===== src/hdl/csdm_pkg.sv =====
// Package of the concentric square-to-disk map: constants, the arctangent
// table and the pipeline payload types. Depends on nothing.
package csdm_pkg;

  localparam int CORDIC_STEPS = 16;
  localparam int STEP_LIMIT   = 24;
  localparam int STEPS        = (CORDIC_STEPS > STEP_LIMIT) ? STEP_LIMIT : CORDIC_STEPS;
  localparam int DIV_CELLS    = 30;

  localparam longint KINF_Q30     = 64'd652032874;
  localparam longint KINF_2_3_Q30 = 64'd434688583;
  localparam logic [29:0] PI4_Q30 = 30'd843314857;
  localparam logic [30:0] GAIN_Q30 = 31'(KINF_Q30 + (KINF_2_3_Q30 >> (2 * STEPS)));

  localparam logic [1:0] BASE_0 = 2'd0;
  localparam logic [1:0] BASE_2 = 2'd1;
  localparam logic [1:0] BASE_4 = 2'd2;
  localparam logic [1:0] BASE_6 = 2'd3;

  localparam logic signed [35:0] OUT_MAX = 36'sd32767;

  typedef struct packed {
    logic [16:0] rem;
    logic [15:0] r;
    logic [30:0] q;
    logic        neg;
    logic [1:0]  base;
    logic        ctr;
  } div_t;

  typedef struct packed {
    logic signed [33:0] x;
    logic signed [33:0] y;
    logic signed [32:0] z;
    logic [1:0]         base;
    logic               ctr;
  } cord_t;

  // atan(2^-i) in Q0.30, truncated.
  function automatic logic [29:0] atan_q30(input logic [4:0] i);
    logic [29:0] a;
    case (i)
      5'd0:  a = 30'd843314856;
      5'd1:  a = 30'd497837829;
      5'd2:  a = 30'd263043836;
      5'd3:  a = 30'd133525158;
      5'd4:  a = 30'd67021686;
      5'd5:  a = 30'd33543515;
      5'd6:  a = 30'd16775850;
      5'd7:  a = 30'd8388437;
      5'd8:  a = 30'd4194282;
      5'd9:  a = 30'd2097149;
      5'd10: a = 30'd1048575;
      5'd11: a = 30'd524287;
      5'd12: a = 30'd262143;
      5'd13: a = 30'd131071;
      5'd14: a = 30'd65535;
      5'd15: a = 30'd32767;
      5'd16: a = 30'd16383;
      5'd17: a = 30'd8191;
      5'd18: a = 30'd4095;
      5'd19: a = 30'd2047;
      5'd20: a = 30'd1023;
      5'd21: a = 30'd511;
      5'd22: a = 30'd255;
      5'd23: a = 30'd127;
      default: a = 30'd0;
    endcase
    return a;
  endfunction

endpackage


===== src/hdl/csdm_div_cell.sv =====
// One restoring-division cell: produces one quotient bit of other/r.
// Depends on csdm_pkg.
module csdm_div_cell (
  input  logic           clk,
  input  logic           rst_n,
  input  logic           in_vld,
  input  csdm_pkg::div_t in_data,
  input  logic           nxt_rdy,
  output logic           rdy,
  output logic           vld_r,
  output csdm_pkg::div_t data_r
);

  logic [17:0]    rem2;
  logic           ge;
  csdm_pkg::div_t data_nxt;

  assign rdy  = !vld_r || nxt_rdy;
  assign rem2 = {in_data.rem, 1'b0};
  assign ge   = rem2 >= {2'b00, in_data.r};

  always_comb begin
    data_nxt     = in_data;
    data_nxt.rem = ge ? 17'(rem2 - {2'b00, in_data.r}) : 17'(rem2);
    data_nxt.q   = {in_data.q[29:0], ge};
  end

  always_ff @(posedge clk) begin
    if (!rst_n) begin
      vld_r <= 1'b0;
    end else if (rdy) begin
      vld_r <= in_vld;
    end
  end

  always_ff @(posedge clk) begin
    if (rdy) begin
      data_r <= data_nxt;
    end
  end

endmodule


===== config.mk =====
export PLATFORM = sky130hd
export DESIGN_NAME = csdm_div_cell
export DESIGN_NICKNAME = d
export VERILOG_FILES = /design/src/hdl/csdm_pkg.sv /design/src/hdl/csdm_div_cell.sv
export SDC_FILE = /design/constraint.sdc
export NUM_CORES = 1
export LEC_CHECK = 0
export ABC_AREA = 1
export BUFFER_PORTS_ARGS = -buffer_cell sky130_fd_sc_hd__buf_2
export CAP_MARGIN = 0
export CORE_UTILIZATION = 31
export CTS_BUF_LIST = sky130_fd_sc_hd__clkbuf_16
export DETAILED_ROUTE_END_ITERATION = 6
export PLACE_DENSITY_LB_ADDON = 0.05
export SETUP_SLACK_MARGIN = 0.3
export SLEW_MARGIN = 10
export SYNTH_ARGS = -nofsm -noshare
export SYNTH_HDL_FRONTEND = slang
export SYNTH_SLANG_ARGS = --single-unit

===== constraint.sdc =====
create_clock -name clk -period 2.9 [get_ports clk]
set_clock_uncertainty 0.1 [all_clocks]
set_input_delay 0.725 -clock clk [delete_from_list [all_inputs] [get_ports clk]]
set_output_delay 0.725 -clock clk [all_outputs]
set_load 0.05 [all_outputs]

# Word level (Yosys, flattened, before mapping)

Cells that the tools add are included.

Shift operators: 0
$mul: 0
$add $sub $neg: 1
Muxes and demuxes: 1
Order comparisons: 1
Reduce and logical (&&, ||, !) cells: 2
Div/mod/pow operators: 0
Bitwise operators: 0
Equality and inequality tests: 0

Operators by type and width:

| operator                       | number |
|---|---|
| >= comparator 18 x 16 -> 1 bit | 1 |
| 2-to-1 mux 17 bit              | 1 |
| subtractor 17 x 16 -> 17 bit   | 1 |
| zero test 1 bit                | 1 |
| logical OR 1 bit               | 1 |

Output and inout port bits: 70
Bits in latches: 0
Register bits after elaboration: 69
Memories kept: 0
Memory bits (writable): 0
Input bits: 72
Logic and storage cells: 13
Bits in read-only memories: 0

# Depth between registers and ports, before layout

Word-level depth: 2
Gate-level depth with buffers: 14
Depth with buffers taken out: 14

# Least setup slack after synthesis

No wires, ideal clock.

Path type: input to output
Start point: input port nxt_rdy
End point: output port rdy
Data arrival time: 2.515 ns
Cell stages on the path: 2
Path slack: -0.440 ns
Cells stage by stage: inv_1 > nand2_1

Word-level cells in the longest chain between the ends: 1

Ends and longest elaborated chain:

| what               | line                | text |
|---|---|---|
| start: declaration | csdm_div_cell.sv:8  | `input logic nxt_rdy,` |
| logical OR 1 bit   | csdm_div_cell.sv:18 | `assign rdy = !vld_r \|\| nxt_rdy;` |
| end: declaration   | csdm_div_cell.sv:9  | `output logic rdy,` |

Every way passes these cells.

==> metrics.txt <==
Fillers 1131; syn_area_per_cell around 9.7 µm²; Top FF cell, synth edfxtp_1; EDFF count, synth just under 70; routed vias about 3000; fin cells 661; Syn. warnings 0; clock latency on the worst-skew pair ~0.33 ns; Least-Margin Pin Slew approximately 0.37 ns; first-pass GRT wire length 13860 µm; max_slew headroom about three quarters; critical path endpoint category flip-flop; Synth top area share 57.81%; Fin Setup TNS 0 ns; Post-CTS Resized 0; vias in the first global route roughly 2800; port bufs between 100 and 150; core area around 11000 µm²; Final ANT Viol Nets 0; Synth Cell Area approximately 3500 µm²; ys async rst share 0%; Fmax between 0.4 and 0.5 GHz; Cell Int Power about 2.1 mW; FF-to-FF path depth 2; post-synth cell types 29; Post-DP HPWL between 6000 and 7000 µm; crit-path max FO 18; ant diodes 0; die area around 12000 µm²; clock tree sinks between 60 and 70; Multi-input gate area approximately 1200 µm²; Ports 142; row cnt 38; wire per inst 13.46 µm; CTS H-tree lvls 3; post-place setup slack about 0.23 ns; Area Growth Syn to Fin 34.15%; Commonest cells post-synth nand2_1, inv_1, edfxtp_1; count leader, synth nand2_1; CTS tree done; share of layout cells above drive strength 1 around 33%; PwrDens approximately 660 nW/µm²; crit path kind in -> reg; Final setup viols 0; Slew Viols, Final 0; Setup WS post-layout approximately 0.62 ns; Layout Nets 605; worst hold slack 0.4701 ns; GRT overflow 0; DR pass1 iterations 4; crit path DAT about 2.3 ns; Core Util, Final 43.14%; post-route minimum period 2.283 ns; initial antenna violation count 0; Synth Register Bits 69; Die Wd about 110 µm; sequential cell area between 2000 and 2500 µm²; synthesized instance count around 360; Worst-path clk slew roughly 0.060 ns; Synth area leader edfxtp_1; clock share of power roughly 35%; Net Sw Frac roughly 33%; ranking of synthesized cells by area edfxtp_1, nand2_1, inv_1; Die Y 108.7 µm; Sw Pwr between 1 and 1.5 mW; Hold Path Stages 1; Startpoint Class input port; post-CTS setup buffer count 0; sequential area share after synthesis slightly below 60%; GRT Total Usage 15.74%; Critical Path RT around 2.9 ns; Final Hold Viols 0; placed insts approximately 650; DRC violations left 0; max-cap violations 0; syn nets approximately 450; Hold Buf Count CTS 0; VDD IR-drop max 0.2876 mV; Iter 0 DRT Violations around 110; drt total wl just under 9000 µm; CTS root buf clkbuf_16; RSZ-0062 raised after global routing no; RePlAce Congestion 0.7783; hold crit path type in -> reg; largest net degree at the start of global routing 70; CTS buffer count 9; total leakage power between 2 and 2.5 nW; starting density of the core 32.16%; status finished, final reports clean; Comb power frac 25.7%; final worst-path cycle share approximately four fifths; Flop pwr share a little under 40%; Max Buffers Root-to-Sink 2; Vias/cell 4.443
-- sequential cells by signal, indices dropped and copies added (netlist names) --
signal,count
vld_r,1
data_r,68
-- per-stage QoR --
step           power (mW)  area, µm²
2_1_floorplan       1.854       3535
3_3_place_gp        2.057       4447
3_5_place_dp        2.063       4447
4_1_cts             3.156       4738
5_1_grt             3.266       4738
6_report            3.110       4738
-- layout by cell type (no fill, tap or decap), types with 8 or more instances in the layout --
master,instances
nand4_1,19
edfxtp_1,68
nand2_1,129
ha_1,16
a21oi_1,8
inv_1,69
nor2_1,11
clkbuf_16,9
buf_2,140
nand3_1,13
-- final timing paths --
| check | endpoint | slack (ns) | start |
|---|---|---|---|
| worst min-delay path | data_r[14]$_DFFE_PP_ | 0.47 | in_data[13] |
| worst min register to register | data_r[33]$_DFFE_PP_ | 0.81 | vld_r$_SDFFE_PN0P_ |
| worst max register to register | data_r[23]$_DFFE_PP_ | 1.65 | vld_r$_SDFFE_PN0P_ |
| worst max-delay path | data_r[67]$_DFFE_PP_ | 0.62 | in_data[44] |
-- logic make-up (layout without fill, tap and decap cells) --
logic type	count (synthesis)	count (layout)	share of synthesized area, %
AO/OA/AOI/OAI	10	10	1.807
AND/OR/NAND/NOR	186	186	23.66
flip-flops	69	69	58.38
adder cells (fa/ha/maj)	17	17	6.234
XOR/XNOR	7	7	1.736
buffers and inverters	74	232	8.183
-- cell type report --
type / count / share of cell area (%)
Sequential cell: 69 / 43.52
Timing Repair Buffer: 146 / 16.00
Multi-Input combinational cell: 220 / 25.09
Tap cell: 140 / 3.697
Inverter: 70 / 5.545
Clock buffer: 9 / 4.753
Clock inverter: 7 / 1.400
-- worst max-delay path: stages --
cell	delay [ns]
buf_2	0.09
inv_1	0.04
ha_1	0.36
nand2_2	0.16
inv_1	0.05
nand2_1	0.06
nand2_1	0.07
inv_1	0.09
nand3_2	0.12
nand2_4	0.09
nand3_4	0.21
nand2_1	0.16
inv_1	0.05
-- power groups by stage --
stage / Sequential, mW / Clock [mW] / Combinational (mW)
floorplan: 1.61 / 0 / 0.243
global placement: 1.25 / 0 / 0.804
detailed placement: 1.26 / 0 / 0.808
CTS: 1.24 / 1.11 / 0.810
global route: 1.24 / 1.15 / 0.871
finish: 1.23 / 1.08 / 0.800
-- per-layer routing --
metal	vias up	wire length [µm]	track usage [%]
met5	-	0	0
met4	0	144	6.950
met3	9	681	2.929
met2	104	4015	25.63
met1	1332	4053	20.34
li1	1492	-	-
(Power assumes the default switching activity.)
