$ cat src/hdl/csdm_pkg.sv
// Package of the concentric square-to-disk map: constants, the arctangent
// table and the pipeline payload types. Depends on nothing.
package csdm_pkg;

  localparam int CORDIC_STEPS = 16;
  localparam int STEP_LIMIT   = 24;
  localparam int STEPS        = (CORDIC_STEPS > STEP_LIMIT) ? STEP_LIMIT : CORDIC_STEPS;
  localparam int DIV_CELLS    = 30;

  localparam longint KINF_Q30     = 64'd652032874;
  localparam longint KINF_2_3_Q30 = 64'd434688583;
  localparam logic [29:0] PI4_Q30 = 30'd843314857;
  localparam logic [30:0] GAIN_Q30 = 31'(KINF_Q30 + (KINF_2_3_Q30 >> (2 * STEPS)));

  localparam logic [1:0] BASE_0 = 2'd0;
  localparam logic [1:0] BASE_2 = 2'd1;
  localparam logic [1:0] BASE_4 = 2'd2;
  localparam logic [1:0] BASE_6 = 2'd3;

  localparam logic signed [35:0] OUT_MAX = 36'sd32767;

  typedef struct packed {
    logic [16:0] rem;
    logic [15:0] r;
    logic [30:0] q;
    logic        neg;
    logic [1:0]  base;
    logic        ctr;
  } div_t;

  typedef struct packed {
    logic signed [33:0] x;
    logic signed [33:0] y;
    logic signed [32:0] z;
    logic [1:0]         base;
    logic               ctr;
  } cord_t;

  // atan(2^-i) in Q0.30, truncated.
  function automatic logic [29:0] atan_q30(input logic [4:0] i);
    logic [29:0] a;
    case (i)
      5'd0:  a = 30'd843314856;
      5'd1:  a = 30'd497837829;
      5'd2:  a = 30'd263043836;
      5'd3:  a = 30'd133525158;
      5'd4:  a = 30'd67021686;
      5'd5:  a = 30'd33543515;
      5'd6:  a = 30'd16775850;
      5'd7:  a = 30'd8388437;
      5'd8:  a = 30'd4194282;
      5'd9:  a = 30'd2097149;
      5'd10: a = 30'd1048575;
      5'd11: a = 30'd524287;
      5'd12: a = 30'd262143;
      5'd13: a = 30'd131071;
      5'd14: a = 30'd65535;
      5'd15: a = 30'd32767;
      5'd16: a = 30'd16383;
      5'd17: a = 30'd8191;
      5'd18: a = 30'd4095;
      5'd19: a = 30'd2047;
      5'd20: a = 30'd1023;
      5'd21: a = 30'd511;
      5'd22: a = 30'd255;
      5'd23: a = 30'd127;
      default: a = 30'd0;
    endcase
    return a;
  endfunction

endpackage

$ cat src/hdl/csdm_cordic_cell.sv
// One CORDIC rotation cell with a fixed shift index per instance.
// Depends on csdm_pkg.
module csdm_cordic_cell (
  input  logic            clk,
  input  logic            rst_n,
  input  logic [4:0]      idx,
  input  logic            in_vld,
  input  csdm_pkg::cord_t in_data,
  input  logic            nxt_rdy,
  output logic            rdy,
  output logic            vld_r,
  output csdm_pkg::cord_t data_r
);

  logic signed [33:0] dx;
  logic signed [33:0] dy;
  logic signed [32:0] ang;
  csdm_pkg::cord_t    data_nxt;

  assign rdy = !vld_r || nxt_rdy;
  // Arithmetic shifts round toward minus infinity.
  assign dx  = in_data.y >>> idx;
  assign dy  = in_data.x >>> idx;
  assign ang = signed'({3'b000, csdm_pkg::atan_q30(idx)});

  always_comb begin
    data_nxt = in_data;
    if (!in_data.z[32]) begin
      data_nxt.x = in_data.x - dx;
      data_nxt.y = in_data.y + dy;
      data_nxt.z = in_data.z - ang;
    end else begin
      data_nxt.x = in_data.x + dx;
      data_nxt.y = in_data.y - dy;
      data_nxt.z = in_data.z + ang;
    end
  end

  always_ff @(posedge clk) begin
    if (!rst_n) begin
      vld_r <= 1'b0;
    end else if (rdy) begin
      vld_r <= in_vld;
    end
  end

  always_ff @(posedge clk) begin
    if (rdy) begin
      data_r <= data_nxt;
    end
  end

endmodule

$ cat config.mk
export PLATFORM = sky130hd
export DESIGN_NAME = csdm_cordic_cell
export DESIGN_NICKNAME = d
export VERILOG_FILES = /design/src/hdl/csdm_pkg.sv /design/src/hdl/csdm_cordic_cell.sv
export SDC_FILE = /design/constraint.sdc
export NUM_CORES = 1
export LEC_CHECK = 0
export BUFFER_PORTS_ARGS = -buffer_cell sky130_fd_sc_hd__buf_2
export CORE_MARGIN = 4
export CORE_UTILIZATION = 25
export DETAILED_ROUTE_END_ITERATION = 10
export PLACE_DENSITY_LB_ADDON = 0.3
export SLEW_MARGIN = 20
export SYNTH_ARGS = -nofsm -noshare
export SYNTH_HDL_FRONTEND = slang
export SYNTH_SLANG_ARGS = --single-unit
$ cat constraint.sdc
create_clock -name clk -period 8.9 [get_ports clk]
set_input_delay 1.335 -clock clk [delete_from_list [all_inputs] [get_ports clk]]
set_output_delay 1.335 -clock clk [all_outputs]
set_load 0.005 [all_outputs]
# Yosys cells after proc, flatten, opt, wreduce, memory -nomap -nowiden

Memory sizes are Yosys's and may differ from the RTL's.
Index checks and enable logic that the tools add are counted.

Memories kept: 1
Latch bits: 0
Output and inout bits: 106
ROM bits: 960
RAM bits: 0
Input port bits: 113
Word-level logic and storage cells: 18
Register bits after elaboration: 105

Bitwise gates (word level): 0
Shift operators: 2
Mux-type cells: 1
$lt $le $gt $ge: 0
Reductions and logical operators: 2
Divide/modulo/power cells: 0
Add/sub/neg operators: 6
Eq/ne operators: 0
Multiply operators: 0

Memories:

| memory          | words | bits a word | rd ports | clocked after Yosys merged registers in | write ports | RTL line       | RTL |
|---|---|---|---|---|---|---|---|
| (no name shown) | 32    | 30          | 1        | 0                                       | 0           | csdm_pkg.sv:42 | `case (i)` |

Operators with widths:

| kind                                           | count |
|---|---|
| 101-bit 2-to-1 mux                             | 1 |
| 34-bit adder                                   | 2 |
| 34-bit by 5-bit >>> shifter with 34-bit output | 2 |
| 34-bit subtractor                              | 2 |
| 33-bit by 31-bit adder with 33-bit output      | 1 |
| 33-bit by 31-bit subtractor with 33-bit output | 1 |
| 1-bit logical NOT                              | 1 |
| 1-bit logical OR                               | 1 |

# Longest topological paths before layout

Depth after elaboration: 3
Depth in mapped cells: 26
Gate-level depth less buffers: 21

# Least setup slack after synthesis

Ideal clock, no wire load.

Path kind: input to register
Start point: in idx[0]
End point: reg data_r[69] (netlist name) (data pin)
Buffers on the path: 7
Library setup time: 0.269 ns
Data required time: 8.631 ns
Setup slack: 2.287 ns
Stages on the path: 25
Data arrival time: 6.344 ns
Cells stage by stage: buf_6 -> buf_8 -> buf_6 -> buf_6 -> buf_2 -> buf_2 -> mux4_2 -> o221ai_1 -> o211ai_1 -> nor4_4 -> nand2_1 -> nor2_1 -> nor2_1 -> xor2_1 -> ha_1 -> clkbuf_1 -> o21ai_0 -> a21oi_1 -> o21ai_0 -> nor4b_1 -> nor2_1 -> o211ai_1 -> a41oi_1 -> o21ai_0 -> xor3_1

RTL lines:

| element              | RTL line               | RTL |
|---|---|---|
| from (decl)          | csdm_cordic_cell.sv:6  | `input logic [4:0] idx,` |
| to (signal assigned) | csdm_cordic_cell.sv:49 | `data_r <= data_nxt;` |
| to (decl)            | csdm_cordic_cell.sv:12 | `output csdm_pkg::cord_t data_r` |

==> results by stage <==
Worst hold path:
- Along the worst hold path, the cell count comes to 1.
- The worst hold path begins at vld_r.
- The min-delay analysis places its worst path in the category flop to flop.
- For hold timing, the worst endpoint is data_r[57].

CTS:
- TritonCTS built the clock tree.
- Clock tree synthesis found a total of 105 sinks.
- The CTS buffer count is 9.
- The number of gates resized after cts is 0.
- The buffer count from post-CTS setup fixing is 0.
- The insertion delay to the later sink of the worst-skew pair is 400 ps.
- The buffer cell driving the clock tree root is sky130_fd_sc_hd__clkbuf_16.
- In this run, post-CTS hold repair placed 0 buffers.
- The buffer depth of the longest clock path is 2.
- The clock transition time at the flip-flop clock pins of the worst setup and hold paths is 70 ps.
- The number of H-tree levels is 3.

Logic synthesis:
- Counting every net in the synthesized netlist gives 1957.
- Ranked by total cell area, the synthesized netlist is headed by sky130_fd_sc_hd__edfxtp_1 20%, sky130_fd_sc_hd__mux4_2 13%, sky130_fd_sc_hd__ha_1 8.4%, sky130_fd_sc_hd__xnor2_1 6.5%, sky130_fd_sc_hd__mux2i_1 4.5%.
- The number of enable-type register cells in the synthesized netlist is 104.
- The share of synthesized area in the top cell type comes to 0.199.
- The register area share after synthesis is 0.200.
- The number of register bits inferred by synthesis is 105.
- The most used flip-flop cell after synthesis is sky130_fd_sc_hd__edfxtp_1.
- The count of unique library cells instantiated by Yosys is 88.
- In this run the cell area of the synthesized design comes to 15700 um^2.
- In the synthesized netlist, the number of instances is 1735.
- The synthesized area per cell is 9.06 um^2.
- Of all cell types, the one taking the most synthesized area is sky130_fd_sc_hd__edfxtp_1.
- The number of synthesis warnings is 0.
- The async set or reset register ratio after synthesis is 0.

Die:
- The floorplan has 91 rows.
- The die area is 67000 um^2.
- The initial utilization of the core area, before any placement, comes to 0.254.
- The number of primary I/O pins is 219.
- The vertical extent of the die is 259 um.
- The placeable core region is 61900 um^2.
- The width of the die is 259 um.

Power:
- The clock power share is 0.157.
- The maximum ir drop on the vdd rail is 0.0889 mV.
- Of the total power, combinational logic draws 0.557.
- Power spread over the standard cell area amounts to 164 nW/um^2.
- Of the total power, the share spent switching nets is 0.411.
- The internal cell power is 0.00173 W.
- After layout, the design draws a total of 0.00294 W.
- The analysis attributes to cell leakage a power of 7.22 nW.
- The sequential share of power is 0.286.
- The net switching component of the power is 0.00121 W.

Timing:
- The post-route worst setup slack is 1490 ps.
- In the finished design, the share of the clock period the worst path needs comes to 0.832.
- Setup violations remaining at the end of the flow were counted as 0.
- The final period demand of the worst path is 7410 ps.
- Setup repair after global routing left no endpoint under its margin.
- Between clock sinks in the finished design, the worst skew comes to 12.9 ps.
- Measured against its own limit, the worst slew margin works out to 0.371.
- The maximum clock frequency is 135 MHz.
- For the pin with the worst max-slew slack, the measured transition is 944 ps.
- The final hold violation count is 0.
- The summed negative setup slack over all endpoints is 0 ps.
- The count of pins over their slew limit is 0.

Placed design:
- The number of buffer cells added on primary ports is 218.
- At the end of routability-driven placement, the weighted congestion stood at 0.993.
- The detailed-placement wirelength estimate is 52100 um.
- Timing analysis after detailed placement gives a worst setup slack of 1140 ps.

Final layout:
- The synthesis-to-finish area growth is 14.1%.
- In the final layout, the share of cells above drive strength 1 is 0.228.
- The library cell used most frequently in the layout, excluding fill and tap cells, is sky130_fd_sc_hd__buf_2.
- The final-stage net count is 2111.
- In the layout the commonest cells are 215 x sky130_fd_sc_hd__buf_2, 141 x sky130_fd_sc_hd__nor2_1, 136 x sky130_fd_sc_hd__a21oi_1.
- The number of inserted filler cells in the final layout is 6676.

Worst setup path:
- Traced cell by cell, the critical path runs through buf_4, inv_2, buf_4, mux2i_1, o21ai_0, a211oi_1, ha_1, nand2_1, nor2_1, a31oi_1, xor2_1, ha_1, a21oi_1, nand2_1, a2111oi_0, nor4b_1, nor2_1, o211ai_1, a41oi_1, o21ai_0, xor3_1.
- The worst register-to-register path ends at data_r[94].
- The largest stage delay on the critical path is 760 ps.
- The type of element capturing the critical path is a flop.
- For flop-to-flop paths, the worst setup slack is 6660 ps.
- For this design, the slowest cell found on the critical path is sky130_fd_sc_hd__a2111oi_0.
- The worst register-to-register path has a depth of 3.
- The worst setup path is launched from a primary input.
- In this run the worst path has a maximum fanout of 57.
- The required arrival time at the worst endpoint is 9040 ps.
- At the worst endpoint, the arrival time is 7550 ps.
- The beginning of the worst register-to-register path is vld_r.
- The setup path with the least slack is of type primary input to flop.

Drt:
- The remaining antenna violation count after routing is 0.
- In the routed layout, each cell is associated on average with a via count of 5.54.
- The number of iterations in the first detailed-routing pass is 5.
- The routed wire length is 65500 um.
- The count of vias placed by the detailed router is 15200.
- The DRC violation count after routing is 0.
- The initial detailed-routing violation count is 1292.
- The wire length per cell after detailed routing is 23.9 um.

Global routing:
- For this run, the total global-route usage over all layers was measured as 0.188.
- The via count of the first global-routing pass is 14600.
- Global routing finished with a remaining overflow of 0.
- The first global-routing pass estimated 96100 um of wire.
- Entering global routing, the biggest net connects 65 pins.
- The initial antenna violation count is 12.

Flow run:
- The number of violations of the max-capacitance limit is 0.

Status:
- The flow ran to the end, and the final reports show no timing, DRC or antenna violations.
==> area by class of cell <==
| class | count | area (um^2) | share of cell area |
|---|---|---|---|
| multi-input cells | 1469 | 11900 | 0.661 |
| flip-flops and latches | 105 | 3140 | 0.175 |
| repair buffers | 247 | 1350 | 0.0750 |
| well taps | 837 | 1050 | 0.0584 |
| clock buffers | 9 | 225 | 0.0126 |
| inverters | 57 | 214 | 0.0119 |
| clock inverters | 7 | 93.8 | 0.00523 |
| diodes | 8 | 20.0 | 0.00112 |
==> worst max-delay path: cells and delay by family <==
| family | cells | cell delay, ps |
|---|---|---|
| AO/OA/AOI/OAI | 8 | 2500 |
| buffers and inverters | 3 | 1100 |
| AND/OR/NAND/NOR | 5 | 870 |
| adder cells (fa/ha/maj) | 2 | 650 |
| XOR/XNOR | 2 | 540 |
| multiplexers | 1 | 440 |
==> kinds of logic (layout without fill, tap and decap cells) <==
logic type	after synthesis	after routing	synth area share
fa+ha+maj	109	109	0.0881
mux	207	207	0.209
flops	105	105	0.200
xor+xnor	165	165	0.0928
other cells	0	8	0
compound gates	506	506	0.212
buf+inv	161	320	0.0475
simple gates	482	482	0.151
==> synthesized netlist by cell type, types with 19 or more instances <==
master	n
sky130_fd_sc_hd__clkbuf_1	53
sky130_fd_sc_hd__o21a_1	24
sky130_fd_sc_hd__inv_1	55
sky130_fd_sc_hd__edfxtp_1	104
sky130_fd_sc_hd__mux4_2	92
sky130_fd_sc_hd__ha_1	106
sky130_fd_sc_hd__xnor2_1	117
sky130_fd_sc_hd__a21o_1	42
sky130_fd_sc_hd__buf_2	24
sky130_fd_sc_hd__and2_1	20
sky130_fd_sc_hd__mux2_2	42
sky130_fd_sc_hd__xor2_1	47
sky130_fd_sc_hd__o211ai_1	19
sky130_fd_sc_hd__nor3_1	33
sky130_fd_sc_hd__o21ai_0	89
sky130_fd_sc_hd__nand3_1	32
sky130_fd_sc_hd__nor2_1	142
sky130_fd_sc_hd__nand2b_1	22
sky130_fd_sc_hd__and3_1	20
sky130_fd_sc_hd__nand2_1	131
sky130_fd_sc_hd__a21oi_1	136
sky130_fd_sc_hd__a31oi_1	35
sky130_fd_sc_hd__nor2b_1	19
sky130_fd_sc_hd__mux2i_1	70
==> flip-flops by register name, summed over array words and instances (netlist names) <==
| signal | count |
|---|---|
| data_r | 104 |
| vld_r | 1 |
==> routing by layer <==
layer / up-vias / routed length [um] / global-route usage
li1: 6956 / - / -
met3: 100 / 4730 / 0.0399
met5: - / 41 / 0
met2: 685 / 30800 / 0.312
met1: 7421 / 27800 / 0.244
met4: 6 / 2150 / 0.0642
==> how the worst max path moves through the flow <==
stage | startpoint | to | slack [ps] | depth (start not counted)
after floorplan | idx[0] | data_r[69] | 2290 | 25
after global placement | idx[0] | data_r[100] | 1340 | 22
after detailed placement | idx[0] | data_r[69] | 1140 | 20
after CTS | idx[0] | data_r[69] | 1550 | 20
after global routing | idx[0] | data_r[69] | 960 | 20
final | idx[1] | data_r[69] | 1490 | 21
==> power groups by stage <==
stage          sequential, W  clock [W]  combinational [W]
3_3_place_gp        0.000860          0            0.00163
6_report            0.000840   0.000461            0.00164
3_5_place_dp        0.000855          0            0.00164
4_1_cts             0.000848   0.000486            0.00165
2_1_floorplan       0.000876          0            0.00103
5_1_grt             0.000861   0.000501            0.00179
==> through the flow <==
| stage | hold slack (ps) | instance area, um^2 | instances | util |
|---|---|---|---|---|
| 2_1_floorplan | 1430 | 15700 | 1735 | - |
| 3_3_place_gp | 967 | 17600 | 2715 | 0.284 |
| 3_5_place_dp | 994 | 17600 | 2715 | 0.284 |
| 4_1_cts | 992 | 17900 | 2731 | 0.289 |
| 5_1_grt | 1020 | 17900 | 2734 | 0.289 |
| 6_report | 956 | 17900 | 2739 | 0.290 |
Note: power is estimated with default switching activity, not from simulation.
